<file path="config.mk">
export PLATFORM = sky130hd
export DESIGN_NAME = trapezoid_pulse_sample_generator_unit_flat
export DESIGN_NICKNAME = d
export VERILOG_FILES = /design/src/rtl/trpg_pkg.sv /design/src/rtl/trpg_req_if.sv /design/src/rtl/trpg_rsp_if.sv /design/src/rtl/trpg_divider.sv /design/src/rtl/trapezoid_pulse_sample_generator_unit.sv /design/src/flat_wrapper.sv
export SDC_FILE = /design/constraint.sdc
export NUM_CORES = 2
export LEC_CHECK = 0
export ABC_AREA = 1
export BUFFER_PORTS_ARGS = -buffer_cell sky130_fd_sc_hd__buf_2
export CELL_PAD_IN_SITES_DETAIL_PLACEMENT = 0
export CELL_PAD_IN_SITES_GLOBAL_PLACEMENT = 1
export CORE_ASPECT_RATIO = 0.5
export CORE_MARGIN = 4
export CORE_UTILIZATION = 46
export CTS_CLUSTER_DIAMETER = 50
export CTS_CLUSTER_SIZE = 14
export DETAILED_ROUTE_END_ITERATION = 16
export PLACE_DENSITY_LB_ADDON = 0.1
export SYNTH_ARGS = -nofsm -noshare
export SYNTH_HDL_FRONTEND = slang
export SYNTH_SLANG_ARGS = --single-unit
</file>
<file path="constraint.sdc">
create_clock -name clock -period 11.72 [get_ports clock]
set_input_delay 0.586 -clock clock [delete_from_list [all_inputs] [get_ports clock]]
set_output_delay 0.586 -clock clock [all_outputs]
set_load 0.01 [all_outputs]
</file>
<file path="src/rtl/trpg_pkg.sv">
package trpg_pkg;

   // longest padded pulse that may be played
   localparam int MAX_LEN = 4096;

   // field widths
   localparam int IDX_W      = 12;
   localparam int CNT_W      = 13;
   localparam int LVL_W      = 16;
   localparam int ADC_W      = 16;
   localparam int STAT_W     = 2;
   localparam int CSR_IDX_W  = 3;
   localparam int CSR_DATA_W = 16;

   // internal widths
   localparam int LEN_W      = 17;              // sums of five lengths, padded
   localparam int K_W        = IDX_W;           // offset inside a ramp
   localparam int MAG_W      = LVL_W;           // |peak - base|
   localparam int PROD_W     = K_W + MAG_W;     // offset times magnitude
   localparam int QUO_W      = MAG_W;           // quotient stays below the magnitude
   localparam int DIV_STAGES = QUO_W;           // one quotient bit per stage
   localparam int SUM_W      = LVL_W + 3;       // level plus or minus quotient
   localparam int SMP_W      = 12;              // signed sample width before shift
   localparam int ADC_SHIFT  = ADC_W - SMP_W;

   // padding granule
   localparam int PAD_MULT   = 8;

   // clamp limits
   localparam int CLAMP_HI_TRIG = 2046;
   localparam int CLAMP_HI      = 2047;
   localparam int CLAMP_LO_TRIG = -2047;
   localparam int CLAMP_LO      = -2048;

   // register indexes
   localparam logic [CSR_IDX_W-1:0] CSR_PRE_LEN    = 3'd0;
   localparam logic [CSR_IDX_W-1:0] CSR_RISE_LEN   = 3'd1;
   localparam logic [CSR_IDX_W-1:0] CSR_HIGH_LEN   = 3'd2;
   localparam logic [CSR_IDX_W-1:0] CSR_FALL_LEN   = 3'd3;
   localparam logic [CSR_IDX_W-1:0] CSR_POST_LEN   = 3'd4;
   localparam logic [CSR_IDX_W-1:0] CSR_PEAK_LEVEL = 3'd5;
   localparam logic [CSR_IDX_W-1:0] CSR_BASE_LEVEL = 3'd6;

   // status codes
   localparam logic [STAT_W-1:0] STAT_OK       = 2'd0;
   localparam logic [STAT_W-1:0] STAT_PAST_END = 2'd1;
   localparam logic [STAT_W-1:0] STAT_LEN_ERR  = 2'd2;

   // pulse segment of a sample
   localparam logic [1:0] REGION_BASE = 2'd0;
   localparam logic [1:0] REGION_RISE = 2'd1;
   localparam logic [1:0] REGION_PEAK = 2'd2;
   localparam logic [1:0] REGION_FALL = 2'd3;

   // side information that rides along the divider
   typedef struct packed {
      logic [1:0]        region;
      logic              neg;
      logic [STAT_W-1:0] status;
      logic              last;
   } trpg_tag_type;

   // one result item
   typedef struct packed {
      logic [ADC_W-1:0]  adc_word;
      logic              last_sample;
      logic [STAT_W-1:0] status;
   } trpg_result_type;

endpackage

</file>
<file path="src/rtl/trpg_req_if.sv">
interface trpg_req_if;
   logic                          valid;
   logic                          ready;
   logic [trpg_pkg::IDX_W-1:0]    sample_index;

   modport source (output valid, output sample_index, input ready);
   modport sink (input valid, input sample_index, output ready);
endinterface

</file>
<file path="src/rtl/trpg_rsp_if.sv">
interface trpg_rsp_if;
   logic                          valid;
   logic                          ready;
   logic [trpg_pkg::ADC_W-1:0]    adc_word;
   logic                          last_sample;
   logic [trpg_pkg::STAT_W-1:0]   status;

   modport source (output valid, output adc_word, output last_sample, output status,
                   input ready);
   modport sink (input valid, input adc_word, input last_sample, input status,
                 output ready);
endinterface

</file>
<file path="src/rtl/trpg_divider.sv">
module trpg_divider (
   input  logic                          clock,
   input  logic                          reset,
   input  logic                          en,
   input  logic                          in_valid,
   input  logic [trpg_pkg::PROD_W-1:0]   in_num,
   input  logic [trpg_pkg::CNT_W-1:0]    in_den,
   input  trpg_pkg::trpg_tag_type        in_tag,
   output logic                          out_valid,
   output logic [trpg_pkg::QUO_W-1:0]    out_quo,
   output trpg_pkg::trpg_tag_type        out_tag
);

   localparam int NS    = trpg_pkg::DIV_STAGES;
   localparam int QW    = trpg_pkg::QUO_W;
   localparam int CW    = trpg_pkg::CNT_W;
   localparam int PW    = trpg_pkg::PROD_W;

   logic                         vld_ff  [0:NS];
   logic [CW-1:0]                rem_ff  [0:NS];
   logic [QW-1:0]                low_ff  [0:NS];
   logic [QW-1:0]                quo_ff  [0:NS];
   logic [CW-1:0]                den_ff  [0:NS];
   trpg_pkg::trpg_tag_type       tag_ff  [0:NS];

   logic                         vld_in  [0:NS];
   logic [CW-1:0]                rem_in  [0:NS];
   logic [QW-1:0]                low_in  [0:NS];
   logic [QW-1:0]                quo_in  [0:NS];
   logic [CW-1:0]                den_in  [0:NS];
   trpg_pkg::trpg_tag_type       tag_in  [0:NS];

   // load stage: the high part of the dividend is already below the divisor
   always_comb begin
      vld_in[0] = in_valid;
      rem_in[0] = CW'(in_num[PW-1:QW]);
      low_in[0] = in_num[QW-1:0];
      quo_in[0] = '0;
      den_in[0] = in_den;
      tag_in[0] = in_tag;
   end

   // restoring steps, one quotient bit per stage
   for (genvar j = 1; j <= NS; j++) begin : g_step
      logic [CW:0] trial;
      logic        ge;

      always_comb begin
         trial     = {rem_ff[j-1], low_ff[j-1][QW-1]};
         ge        = trial >= {1'b0, den_ff[j-1]};
         vld_in[j] = vld_ff[j-1];
         rem_in[j] = ge ? CW'(trial - {1'b0, den_ff[j-1]}) : trial[CW-1:0];
         low_in[j] = {low_ff[j-1][QW-2:0], 1'b0};
         quo_in[j] = {quo_ff[j-1][QW-2:0], ge};
         den_in[j] = den_ff[j-1];
         tag_in[j] = tag_ff[j-1];
      end
   end

   // stage registers
   for (genvar j = 0; j <= NS; j++) begin : g_reg
      always_ff @(posedge clock) begin
         if (reset) begin
            vld_ff[j] <= 1'b0;
         end else if (en) begin
            vld_ff[j] <= vld_in[j];
         end
      end

      always_ff @(posedge clock) begin
         if (en) begin
            rem_ff[j] <= rem_in[j];
            low_ff[j] <= low_in[j];
            quo_ff[j] <= quo_in[j];
            den_ff[j] <= den_in[j];
            tag_ff[j] <= tag_in[j];
         end
      end
   end

   assign out_valid = vld_ff[NS];
   assign out_quo   = quo_ff[NS];
   assign out_tag   = tag_ff[NS];

endmodule

</file>
<file path="src/rtl/trapezoid_pulse_sample_generator_unit.sv">
// Trapezoid pulse sample generator: one ADC word per sample index.
// Path from the accepting edge to rsp valid: input register, segment decode, multiply,
// divider load plus 16 stages of one quotient bit each, output register.
// Throughput: one item per cycle; a skid entry behind the output register keeps input open
// while one result waits, and input stalls only while the skid entry is full.
// Synchronous active-high reset clears the valid bits and the pulse registers to 0.
module trapezoid_pulse_sample_generator_unit (
   input  logic                               clock,
   input  logic                               reset,
   trpg_req_if.sink                           req_if,
   trpg_rsp_if.source                         rsp_if,
   input  logic                               csr_we,
   input  logic [trpg_pkg::CSR_IDX_W-1:0]     csr_index,
   input  logic [trpg_pkg::CSR_DATA_W-1:0]    csr_wdata
);

   localparam int LW = trpg_pkg::LEN_W;
   localparam int CW = trpg_pkg::CNT_W;
   localparam int VW = trpg_pkg::LVL_W;
   localparam int SW = trpg_pkg::SUM_W;

   // configuration registers
   logic [CW-1:0] pre_len_ff, rise_len_ff, high_len_ff, fall_len_ff, post_len_ff;
   logic [VW-1:0] peak_level_ff, base_level_ff;

   always_ff @(posedge clock) begin
      if (reset) begin
         pre_len_ff    <= '0;
         rise_len_ff   <= '0;
         high_len_ff   <= '0;
         fall_len_ff   <= '0;
         post_len_ff   <= '0;
         peak_level_ff <= '0;
         base_level_ff <= '0;
      end else if (csr_we) begin
         unique case (csr_index)
            trpg_pkg::CSR_PRE_LEN:    pre_len_ff    <= csr_wdata[CW-1:0];
            trpg_pkg::CSR_RISE_LEN:   rise_len_ff   <= csr_wdata[CW-1:0];
            trpg_pkg::CSR_HIGH_LEN:   high_len_ff   <= csr_wdata[CW-1:0];
            trpg_pkg::CSR_FALL_LEN:   fall_len_ff   <= csr_wdata[CW-1:0];
            trpg_pkg::CSR_POST_LEN:   post_len_ff   <= csr_wdata[CW-1:0];
            trpg_pkg::CSR_PEAK_LEVEL: peak_level_ff <= csr_wdata[VW-1:0];
            trpg_pkg::CSR_BASE_LEVEL: base_level_ff <= csr_wdata[VW-1:0];
            default: ;
         endcase
      end
   end

   // segment edges, padded length and level difference, rebuilt every cycle
   logic [LW-1:0]             e0_in, e1_in, e2_in, e3_in, total_in, padded_in;
   logic                      len_err_in, neg_in;
   logic [VW:0]               diff_in;
   logic [trpg_pkg::MAG_W-1:0] mag_in;
   logic [LW-1:0]             e0_ff, e1_ff, e2_ff, e3_ff, padded_ff;
   logic                      len_err_ff, neg_ff;
   logic [trpg_pkg::MAG_W-1:0] mag_ff;

   always_comb begin
      e0_in      = LW'(pre_len_ff);
      e1_in      = e0_in + LW'(rise_len_ff);
      e2_in      = e1_in + LW'(high_len_ff);
      e3_in      = e2_in + LW'(fall_len_ff);
      total_in   = e3_in + LW'(post_len_ff);
      padded_in  = (total_in + LW'(trpg_pkg::PAD_MULT - 1)) & ~LW'(trpg_pkg::PAD_MULT - 1);
      len_err_in = padded_in > LW'(trpg_pkg::MAX_LEN);
      diff_in    = {peak_level_ff[VW-1], peak_level_ff} - {base_level_ff[VW-1], base_level_ff};
      neg_in     = diff_in[VW];
      mag_in     = neg_in ? trpg_pkg::MAG_W'(-diff_in) : diff_in[VW-1:0];
   end

   always_ff @(posedge clock) begin
      e0_ff      <= e0_in;
      e1_ff      <= e1_in;
      e2_ff      <= e2_in;
      e3_ff      <= e3_in;
      padded_ff  <= padded_in;
      len_err_ff <= len_err_in;
      neg_ff     <= neg_in;
      mag_ff     <= mag_in;
   end

   // pipeline advance, held only while the skid entry is occupied
   logic en;
   logic skid_vld_ff;
   assign en           = !skid_vld_ff;
   assign req_if.ready = en;

   // stage 1: input register
   logic                        s1_vld_in, s1_vld_ff;
   logic [trpg_pkg::IDX_W-1:0]  s1_idx_in, s1_idx_ff;

   assign s1_vld_in = req_if.valid;
   assign s1_idx_in = req_if.sample_index;

   always_ff @(posedge clock) begin
      if (reset) begin
         s1_vld_ff <= 1'b0;
      end else if (en) begin
         s1_vld_ff <= s1_vld_in;
      end
   end

   always_ff @(posedge clock) begin
      if (en) begin
         s1_idx_ff <= s1_idx_in;
      end
   end

   // stage 2: segment decode, ramp offset and divisor, status
   logic                        s2_vld_in, s2_vld_ff;
   logic [trpg_pkg::K_W-1:0]    s2_k_in, s2_k_ff;
   logic [CW-1:0]               s2_den_in, s2_den_ff;
   trpg_pkg::trpg_tag_type      s2_tag_in, s2_tag_ff;
   logic [LW-1:0]               idx_ext;

   always_comb begin
      idx_ext          = LW'(s1_idx_ff);
      s2_vld_in        = s1_vld_ff;
      s2_k_in          = '0;
      s2_den_in        = CW'(1);
      s2_tag_in.neg    = neg_ff;
      s2_tag_in.region = trpg_pkg::REGION_BASE;
      if (idx_ext < e0_ff) begin
         s2_tag_in.region = trpg_pkg::REGION_BASE;
      end else if (idx_ext < e1_ff) begin
         s2_tag_in.region = trpg_pkg::REGION_RISE;
         s2_k_in          = trpg_pkg::K_W'(idx_ext - e0_ff);
         s2_den_in        = rise_len_ff;
      end else if (idx_ext < e2_ff) begin
         s2_tag_in.region = trpg_pkg::REGION_PEAK;
      end else if (idx_ext < e3_ff) begin
         s2_tag_in.region = trpg_pkg::REGION_FALL;
         s2_k_in          = trpg_pkg::K_W'(idx_ext - e2_ff);
         s2_den_in        = fall_len_ff;
      end
      // too-long pulse wins over past-end
      if (len_err_ff) begin
         s2_tag_in.status = trpg_pkg::STAT_LEN_ERR;
      end else if (idx_ext >= padded_ff) begin
         s2_tag_in.status = trpg_pkg::STAT_PAST_END;
      end else begin
         s2_tag_in.status = trpg_pkg::STAT_OK;
      end
      s2_tag_in.last = idx_ext == (padded_ff - LW'(1));
   end

   always_ff @(posedge clock) begin
      if (reset) begin
         s2_vld_ff <= 1'b0;
      end else if (en) begin
         s2_vld_ff <= s2_vld_in;
      end
   end

   always_ff @(posedge clock) begin
      if (en) begin
         s2_k_ff   <= s2_k_in;
         s2_den_ff <= s2_den_in;
         s2_tag_ff <= s2_tag_in;
      end
   end

   // stage 3: offset times level magnitude
   logic                        s3_vld_in, s3_vld_ff;
   logic [trpg_pkg::PROD_W-1:0] s3_prod_in, s3_prod_ff;
   logic [CW-1:0]               s3_den_ff;
   trpg_pkg::trpg_tag_type      s3_tag_ff;

   assign s3_vld_in  = s2_vld_ff;
   assign s3_prod_in = s2_k_ff * mag_ff;

   always_ff @(posedge clock) begin
      if (reset) begin
         s3_vld_ff <= 1'b0;
      end else if (en) begin
         s3_vld_ff <= s3_vld_in;
      end
   end

   always_ff @(posedge clock) begin
      if (en) begin
         s3_prod_ff <= s3_prod_in;
         s3_den_ff  <= s2_den_ff;
         s3_tag_ff  <= s2_tag_ff;
      end
   end

   // divider stages
   logic                        div_vld;
   logic [trpg_pkg::QUO_W-1:0]  div_quo;
   trpg_pkg::trpg_tag_type      div_tag;

   trpg_divider u_div (
      .clock     (clock),
      .reset     (reset),
      .en        (en),
      .in_valid  (s3_vld_ff),
      .in_num    (s3_prod_ff),
      .in_den    (s3_den_ff),
      .in_tag    (s3_tag_ff),
      .out_valid (div_vld),
      .out_quo   (div_quo),
      .out_tag   (div_tag)
   );

   // level select, ramp sum, clamp and word format
   logic signed [SW-1:0]        delta, base_ext, peak_ext, smp, clamped;
   trpg_pkg::trpg_result_type   result;

   always_comb begin
      base_ext = SW'(signed'(base_level_ff));
      peak_ext = SW'(signed'(peak_level_ff));
      delta    = div_tag.neg ? -signed'(SW'(div_quo)) : signed'(SW'(div_quo));
      case (div_tag.region)
         trpg_pkg::REGION_RISE: smp = base_ext + delta;
         trpg_pkg::REGION_PEAK: smp = peak_ext;
         trpg_pkg::REGION_FALL: smp = peak_ext - delta;
         default:               smp = base_ext;
      endcase
      if (smp > SW'(trpg_pkg::CLAMP_HI_TRIG)) begin
         clamped = SW'(trpg_pkg::CLAMP_HI);
      end else if (smp < SW'(trpg_pkg::CLAMP_LO_TRIG)) begin
         clamped = SW'(trpg_pkg::CLAMP_LO);
      end else begin
         clamped = smp;
      end
      result.status = div_tag.status;
      if (div_tag.status == trpg_pkg::STAT_OK) begin
         result.adc_word    = {clamped[trpg_pkg::SMP_W-1:0], trpg_pkg::ADC_SHIFT'(0)};
         result.last_sample = div_tag.last;
      end else begin
         result.adc_word    = '0;
         result.last_sample = 1'b0;
      end
   end

   // output register with one skid entry behind it
   logic                        incoming, rsp_take;
   logic                        out_vld_in, out_vld_ff, skid_vld_in;
   trpg_pkg::trpg_result_type   out_data_in, out_data_ff, skid_data_in, skid_data_ff;

   assign incoming = div_vld && en;
   assign rsp_take = out_vld_ff && rsp_if.ready;

   always_comb begin
      out_vld_in   = out_vld_ff;
      out_data_in  = out_data_ff;
      skid_vld_in  = skid_vld_ff;
      skid_data_in = skid_data_ff;
      if (skid_vld_ff) begin
         if (rsp_take) begin
            out_data_in = skid_data_ff;
            skid_vld_in = 1'b0;
         end
      end else if (incoming) begin
         if (!out_vld_ff || rsp_take) begin
            out_vld_in  = 1'b1;
            out_data_in = result;
         end else begin
            skid_vld_in  = 1'b1;
            skid_data_in = result;
         end
      end else if (rsp_take) begin
         out_vld_in = 1'b0;
      end
   end

   always_ff @(posedge clock) begin
      if (reset) begin
         out_vld_ff  <= 1'b0;
         skid_vld_ff <= 1'b0;
      end else begin
         out_vld_ff  <= out_vld_in;
         skid_vld_ff <= skid_vld_in;
      end
   end

   always_ff @(posedge clock) begin
      out_data_ff  <= out_data_in;
      skid_data_ff <= skid_data_in;
   end

   assign rsp_if.valid       = out_vld_ff;
   assign rsp_if.adc_word    = out_data_ff.adc_word;
   assign rsp_if.last_sample = out_data_ff.last_sample;
   assign rsp_if.status      = out_data_ff.status;

endmodule

</file>
<file path="src/flat_wrapper.sv">
// flat-port wrapper written by rule: the top's interface ports become plain ports
module trapezoid_pulse_sample_generator_unit_flat 
  (clock, reset, csr_we, csr_index, csr_wdata, req_if_valid, req_if_sample_index, req_if_ready, rsp_if_valid, rsp_if_adc_word, rsp_if_last_sample, rsp_if_status, rsp_if_ready);
  trpg_req_if req_if_i ();
  trpg_rsp_if rsp_if_i ();
  input  logic clock;
  input  logic reset;
  input  logic csr_we;
  input  logic [trpg_pkg::CSR_IDX_W-1:0] csr_index;
  input  logic [trpg_pkg::CSR_DATA_W-1:0] csr_wdata;
  input wire logic [$bits(req_if_i.valid)-1:0] req_if_valid;
  input wire logic [$bits(req_if_i.sample_index)-1:0] req_if_sample_index;
  output wire logic [$bits(req_if_i.ready)-1:0] req_if_ready;
  output wire logic [$bits(rsp_if_i.valid)-1:0] rsp_if_valid;
  output wire logic [$bits(rsp_if_i.adc_word)-1:0] rsp_if_adc_word;
  output wire logic [$bits(rsp_if_i.last_sample)-1:0] rsp_if_last_sample;
  output wire logic [$bits(rsp_if_i.status)-1:0] rsp_if_status;
  input wire logic [$bits(rsp_if_i.ready)-1:0] rsp_if_ready;
  assign req_if_i.valid = req_if_valid;
  assign req_if_i.sample_index = req_if_sample_index;
  assign req_if_ready = req_if_i.ready;
  assign rsp_if_valid = rsp_if_i.valid;
  assign rsp_if_adc_word = rsp_if_i.adc_word;
  assign rsp_if_last_sample = rsp_if_i.last_sample;
  assign rsp_if_status = rsp_if_i.status;
  assign rsp_if_i.ready = rsp_if_ready;
  trapezoid_pulse_sample_generator_unit u_core (.clock(clock), .reset(reset), .req_if(req_if_i), .rsp_if(rsp_if_i), .csr_we(csr_we), .csr_index(csr_index), .csr_wdata(csr_wdata));
endmodule
</file>
# After elaboration in Yosys (flattened, before gate mapping)
# Memories as Yosys holds them, arrays and structs flattened.
# Index checks and enable logic that the tools add are counted.
# Widths: inputs -> output; s select.
# word_totals
ram_bits	1105
inputBits	36
output_inout_bits	21
elab_cells	217
reg_bits	326
memories	6
# classes
bitwise_logic	19
add_sub_neg	29
mul	1
magnitude_cmp	24
n_reduce_logical	21
n_mux	65
n_eq_ne	12
# mem_list
name	words	word_bits	read_ports	rd_clocked_by_memory_dff	write_ports	line_no	text
u_core.u_div.low_ff	17	16	16	0	17	trpg_divider.sv:21	logic [QW-1:0] low_ff [0:NS];
u_core.u_div.quo_ff	17	16	17	0	17	trpg_divider.sv:22	logic [QW-1:0] quo_ff [0:NS];
u_core.u_div.den_ff	17	13	16	0	17	trpg_divider.sv:23	logic [CW-1:0] den_ff [0:NS];
u_core.u_div.rem_ff	17	13	16	0	17	trpg_divider.sv:20	logic [CW-1:0] rem_ff [0:NS];
u_core.u_div.tag_ff	17	6	17	0	17	trpg_divider.sv:24	trpg_pkg::trpg_tag_type tag_ff [0:NS];
u_core.u_div.vld_ff	17	1	17	0	17	trpg_divider.sv:19	logic vld_ff [0:NS];
# ops
operator	n
$mux 13	19
$ge 14x13->1	16
$sub 13x13->13	16
$mux 19	5
$mux 12	5
$pmux 19 s3	1
$add 17x13->17	3
$lt 12x17->1	3
$mux 1	31
$mul 12x16->28	1
$sub 12x12->12	2
$add 16x19->19	1
$gt 19x12->1 const B	1
$lt 19x12->1 const B	1
$neg 16->19	1
$sub 16x19->19	1
$add 17x3->17 const B	1
$eq 12x17->1	1
$ge 12x17->1	1
$gt 17x13->1 const B	1
$mux 17	1
$or 1x1->1	17
$sub 16x16->17	1
$sub 17x1->17 const B	1
21 further kinds	40

# Depth between registers and ports, before layout
# An unclocked memory read counts as a cell.
# depth
word_depth	12
mapped_depth	33
depth_no_buf	33

# Modules after synthesis
# Synthesis repeated with hierarchy kept, for this count alone.
# unflattened
cells_unflattened	7342
hier_area_um2	67164.4
# modules_own_cells
module	n_inst	seq_area_each_um2	cells_per_inst	area_each_um2
trpg_divider	1	24203.2	4125	42219.2
trapezoid_pulse_sample_generator_unit	1	7447.1	3217	24945.2

# Worst setup path after synthesis
# No wires, ideal clock.
# synth_timing
path_kind	reg-to-reg
start	reg u_core.skid_vld_ff
end	reg u_core.s1_idx_ff[0] (netlist bit), enable pin
setup_time_ps	869
period_less_slack_ps	11710
t_required_ps	10851
t_arrival_ps	10841
path_buffers	2
stages_incl_launch_ff	4
path_slack_ps	10
path_cell_list	dfxtp_1 > clkbuf_1 > inv_2 > buf_2
# synth_lines
element	line_no	text
from (decl)	trapezoid_pulse_sample_generator_unit.sv:84	logic skid_vld_ff;
from (signal assigned)	trapezoid_pulse_sample_generator_unit.sv:274	skid_vld_ff <= skid_vld_in;
to (signal assigned)	trapezoid_pulse_sample_generator_unit.sv:105	s1_idx_ff <= s1_idx_in;
to (decl)	trapezoid_pulse_sample_generator_unit.sv:90	logic [trpg_pkg::IDX_W-1:0] s1_idx_in, s1_idx_ff;
# No word-level cell between the ends.

# Worst setup path after layout
# layout_timing
start	reg u_core.rise_len_ff[0]
end	reg u_core.len_err_ff
# layout_via
elab_chain_cells	6
# layout_rtl
element	line_no	text
from (decl)	trapezoid_pulse_sample_generator_unit.sv:23	logic [CW-1:0] pre_len_ff, rise_len_ff, high_len_ff, fall_len_ff, post_len_ff;
from (signal assigned)	trapezoid_pulse_sample_generator_unit.sv:38	trpg_pkg::CSR_RISE_LEN: rise_len_ff <= csr_wdata[CW-1:0];
$add 13x13->14	trapezoid_pulse_sample_generator_unit.sv:60	e1_in = e0_in + LW'(rise_len_ff);
via u_core.e1_in[4]	trapezoid_pulse_sample_generator_unit.sv:50	logic [LW-1:0] e0_in, e1_in, e2_in, e3_in, total_in, padded_in;
$add 17x13->17	trapezoid_pulse_sample_generator_unit.sv:61	e2_in = e1_in + LW'(high_len_ff);
via u_core.e2_in[5]	trapezoid_pulse_sample_generator_unit.sv:50	
$add 17x13->17	trapezoid_pulse_sample_generator_unit.sv:62	e3_in = e2_in + LW'(fall_len_ff);
via u_core.e3_in[6]	trapezoid_pulse_sample_generator_unit.sv:50	
$add 17x13->17	trapezoid_pulse_sample_generator_unit.sv:63	total_in = e3_in + LW'(post_len_ff);
$add 17x3->17	trapezoid_pulse_sample_generator_unit.sv:64	padded_in = (total_in + LW'(trpg_pkg::PAD_MULT - 1)) & ~LW'(trpg_pkg::PAD_MULT - 1);
$gt 17x13->1	trapezoid_pulse_sample_generator_unit.sv:65	len_err_in = padded_in > LW'(trpg_pkg::MAX_LEN);
via u_core.len_err_in	trapezoid_pulse_sample_generator_unit.sv:51	logic len_err_in, neg_in;
to (signal assigned)	trapezoid_pulse_sample_generator_unit.sv:77	len_err_ff <= len_err_in;
to (decl)	trapezoid_pulse_sample_generator_unit.sv:55	logic len_err_ff, neg_ff;
# The timed path passes the listed nets, and every way through them passes these cells.
# A chain may end at the register's enable or synchronous reset.

==> metrics.md <==
| Metric | Value |
|---|---|
| Synth async-reset ratio | 0% |
| Startpoint type of the worst setup path | register |
| Max-slew violation count | 0 |
| Routed WL per cell | approximately 18 um |
| I/O pins | 57 |
| Most used cell, CP | nand2_1 |
| Sw Pwr | about 7200 uW |
| Commonest non-fill, non-tap cells in the layout | edfxtp_1 (926), inv_1 (923), nand2_1 (891), nor2_1 (594), a21oi_1 (534) |
| Post-route ant nets | 0 |
| Tot Pwr | ~18000 uW |
| Mapped Area | between 60000 and 70000 um^2 |
| DRT Pass-1 Iters | 5 |
| Worst clock skew | approximately 0.038 ns |
| Antenna cells | 0 |
| Min cycle time layout | ~6 ns |
| Setup repair after global routing missed its margin | no |
| Worst Setup SP | u_core.rise_len_ff[0]$_SDFFE_PP0P_ |
| XOR/XNOR share of the synthesized area | approximately 4% |
| Largest area contributor in the netlist | edfxtp_1 |
| Fin nets | 6608 |
| Post-detailed-routing wire length | 140 mm |
| #FFs+latches synth | ~1.1k |
| Worst min-delay path class | primary input to register |
| Hold Crit Depth | 1 |
| CP max stage cell | o31ai_1 |
| Synth Area in Compound Gates | 9.10% |
| Ranking of synthesized cells by area | edfxtp_1 (46%), ha_1 (9.3%), dfxtp_1 (6.4%) |
| Post-cts resize count | 0 |
| GP Congestion | between 0.9 and 1 |
| Part of the power in combinational logic | between 40% and 50% |
| GRT overflow | 0 |
| Power share of the clock group | roughly 19% |
| Initial Util | a little under half |
| Maxcap violations | 0 |
| Reg-to-Reg Start | u_core.rise_len_ff[0]$_SDFFE_PP0P_ |
| Hold Startpoint | req_if_sample_index[3] |
| Worst slew margin | 16.6% |
| Sequential Power Share | a little under two fifths |
| Die Y | 264 um |
| H-tree depth | 3 |
| Worst setup EP type | register |
| Area share of the leading cell type in the synthesized netlist | 46.2% |
| Final setup TNS | 0 ns |
| Max frequency | around 0.17 GHz |
| Commonest non-fill, non-tap cell in the layout | edfxtp_1 |
| Mapped Avg Cell Area | a little over 10 um^2 |
| Num rows | 93 |
| Area Growth Syn to Fin | 8.97% |
| Initial antenna violation count | 4 |
| Clk buf depth | 3 |
| Worst IR Drop VDD | ~210 uV |
| Adder-cell share of the synthesized area | roughly 15% |
| Crit path kind | register to register |
| Clk slew on worst S/H paths | ~0.070 ns |
| Largest family of logic cells by synthesized area | adder cells |
| CTS Root Cell | clkbuf_16 |
| Max incr delay on CP | around 0.48 ns |
| Filler cell count | 11.6k |
| Setup violations, final | 0 |
| Lkg Pwr | about 0.029 uW |
| Num CTS Buffers | roughly 110 |
| WP data required | ~12 ns |
| Post-synth EDFFs | ~930 |
| Run status | complete, no violations |
| Core area | approximately 130000 um^2 |
| Sequential area share after synthesis | 52.6% |
| Sw Ratio | ~40% |
| CTS tree | yes |
| Final hold viol count | 0 |
| Critical path peak fanout | 5 |
| Post-synthesis simple-gate area fraction | between 10% and 20% |
| # clock sinks | 1118 |
| DR iter-0 viols | approximately 3.1k |
| DPL Wire Length | approximately 110 mm |
| Vias/cell | just over 5 |
| P per Cell Area | 276 nW/um^2 |
| Post CTS Setup Buffer Count | 0 |
| Reg2Reg Setup Slack | 5.67 ns |
| Drc violations | 0 |
| PortBufs | between 50 and 60 |
| CP arrival | between 6 and 7 ns |
| Ys Warns | 0 |
| Vias in the first global route | 39.4k |
| Internal | 10900 uW |
| First-pass GRT wire length | ~220 mm |
| R2R depth | 31 |
| Global Route Usage Sum | between 20% and 30% |
| Die W | 519 um |
| Clk Latency, worst-skew pair | 0.70 ns |
| Worst hold endpoint | u_core.s1_idx_ff[3]$_DFFE_PN_ |
| Vias post-DR | between 30k and 40k |
| Die area | 137000 um^2 |
| Cells after synthesis | between 5k and 6k |
| Reg2reg end | u_core.len_err_ff$_DFF_P_ |
| Post-synthesis mux area share | less than 1% |
| Final period util | approximately 52% |
| Pin count of the biggest net entering global routing | 206 |
| Least-Margin Pin Slew | between 1 and 1.5 ns |
| Distinct cells, synth | 58 |
| Synth Flop Type | edfxtp_1 |
| Fraction of layout cells with a size suffix above 1 | 5.04% |
==> sequential cells by signal, indices dropped and copies added, names as in the netlist, 13 cells and up <==
signal / cells
u_core.base_level_ff: 16
u_core.e0_ff: 13
u_core.e1_ff: 14
u_core.e2_ff: 15
u_core.e3_ff: 16
u_core.fall_len_ff: 13
u_core.high_len_ff: 13
u_core.mag_ff: 16
u_core.padded_ff: 14
u_core.peak_level_ff: 16
u_core.post_len_ff: 13
u_core.pre_len_ff: 13
u_core.rise_len_ff: 13
u_core.s2_den_ff: 13
u_core.s3_den_ff: 13
u_core.s3_prod_ff: 28
u_core.skid_data_ff: 15
u_core.u_div.den_ff: 208
u_core.u_div.low_ff: 136
u_core.u_div.quo_ff: 136
u_core.u_div.rem_ff: 207
u_core.u_div.tag_ff: 102
u_core.u_div.vld_ff: 17
==> what timing repair did <==
action / in CTS / in global routing
hold buffers: 2 / 0
hold endpoints to repair: 2 / 0
setup endpoints to repair: 0 / 0
==> final cells by class <==
| class | count | area (um^2) | area share [%] |
|---|---|---|---|
| well taps | 1757 | 2200 | 3.35 |
| multi-input cells | 3730 | 24400 | 37.3 |
| clock inverters | 36 | 392 | 0.598 |
| clock buffers | 144 | 2930 | 4.47 |
| inverters | 936 | 3520 | 5.37 |
| flip-flops and latches | 1118 | 31700 | 48.3 |
| repair buffers | 69 | 405 | 0.619 |
==> per-layer routing <==
layer	GRT usage, %	share of wire, %	vias to the layer above
met5	0	0	-
met2	32.7	45	760
met1	29.7	49	19100
li1	-	-	19900
met4	4.02	1.7	0
met3	2.64	4.1	154
==> power by group through the flow <==
stage / Combinational, uW / Clock [uW] / Sequential (uW)
after global routing: 9070 / 3630 / 6890
final: 7960 / 3340 / 6760
after CTS: 7970 / 3460 / 6780
after floorplan: 6160 / 0 / 6360
after global placement: 7830 / 0 / 6830
after detailed placement: 7890 / 0 / 6850
==> critical path: cells and delay by family (launching register included) <==
| family | cells | cell delay [ns] |
|---|---|---|
| compound gates | 10 | 2.12 |
| xor+xnor | 3 | 0.53 |
| fa+ha+maj | 6 | 1.82 |
| buf+inv | 3 | 0.23 |
| flops | 1 | 0.37 |
| simple gates | 9 | 0.87 |
==> synthesized netlist by cell type, types with 4 or more instances <==
cell type    n
ha_1       449
a31oi_1     13
inv_2       11
a211oi_1    11
o21ai_2     27
buf_1        4
o21a_1      11
nor4_1      18
nor2_1     594
o22ai_1      6
a21oi_1    534
clkbuf_1    73
nand3b_1    23
xor2_1     167
buf_4        6
o21ai_1     24
nand2_1    891
o221ai_1     4
nor3_1      35
fa_1       163
o2111ai_1    5
edfxtp_1   926
o21bai_1    23
xnor2_1    107
a221oi_1    14
or2_2       14
o31ai_1     13
nand3_1    203
inv_1      924
and2_1       4
a41oi_1      5
o21ai_0    242
nand2_2      9
a21o_1      25
nor2_2       6
nand4_1     49
dfxtp_1    192
a211oi_2     4
buf_2       36
==> metrics by stage <==
stage	instance area (um^2)	hold WS, ns	instances	utilization (%)	setup WS, ns
finish	65500	0.0722	7790	50.7	5.67
global route	65500	0.0202	7790	50.7	5.03
CTS	65500	0.000489	7790	50.7	5.66
detailed placement	62200	0.362	7608	48.1	5.68
global placement	62200	0.357	7608	48.1	5.71
floorplan	60200	0.350	5906	-	0.00993
==> worst max path at each step <==
stage                                    end  slack, ns  cells past startpoint
3_3_place_gp       u_core.len_err_ff$_DFF_P_       5.71                     32
5_1_grt            u_core.len_err_ff$_DFF_P_       5.03                     31
2_1_floorplan  u_core.s1_idx_ff[0]$_DFFE_PN_       0.01                      3
4_1_cts            u_core.len_err_ff$_DFF_P_       5.66                     31
3_5_place_dp       u_core.len_err_ff$_DFF_P_       5.68                     31
6_report           u_core.len_err_ff$_DFF_P_       5.67                     31
==> cells by family (layout without fill, tap and decap cells) <==
kind of cell,Yosys count,count (layout)
buffers and inverters,1058,1185
XOR/XNOR,275,275
AO/OA/AOI/OAI,983,983
flip-flops,1118,1118
AND/OR/NAND/NOR,1855,1855
multiplexers,1,1
adder cells (fa/ha/maj),612,612
other,1,4
No activity file was read; power rests on OpenSTA's default activity.
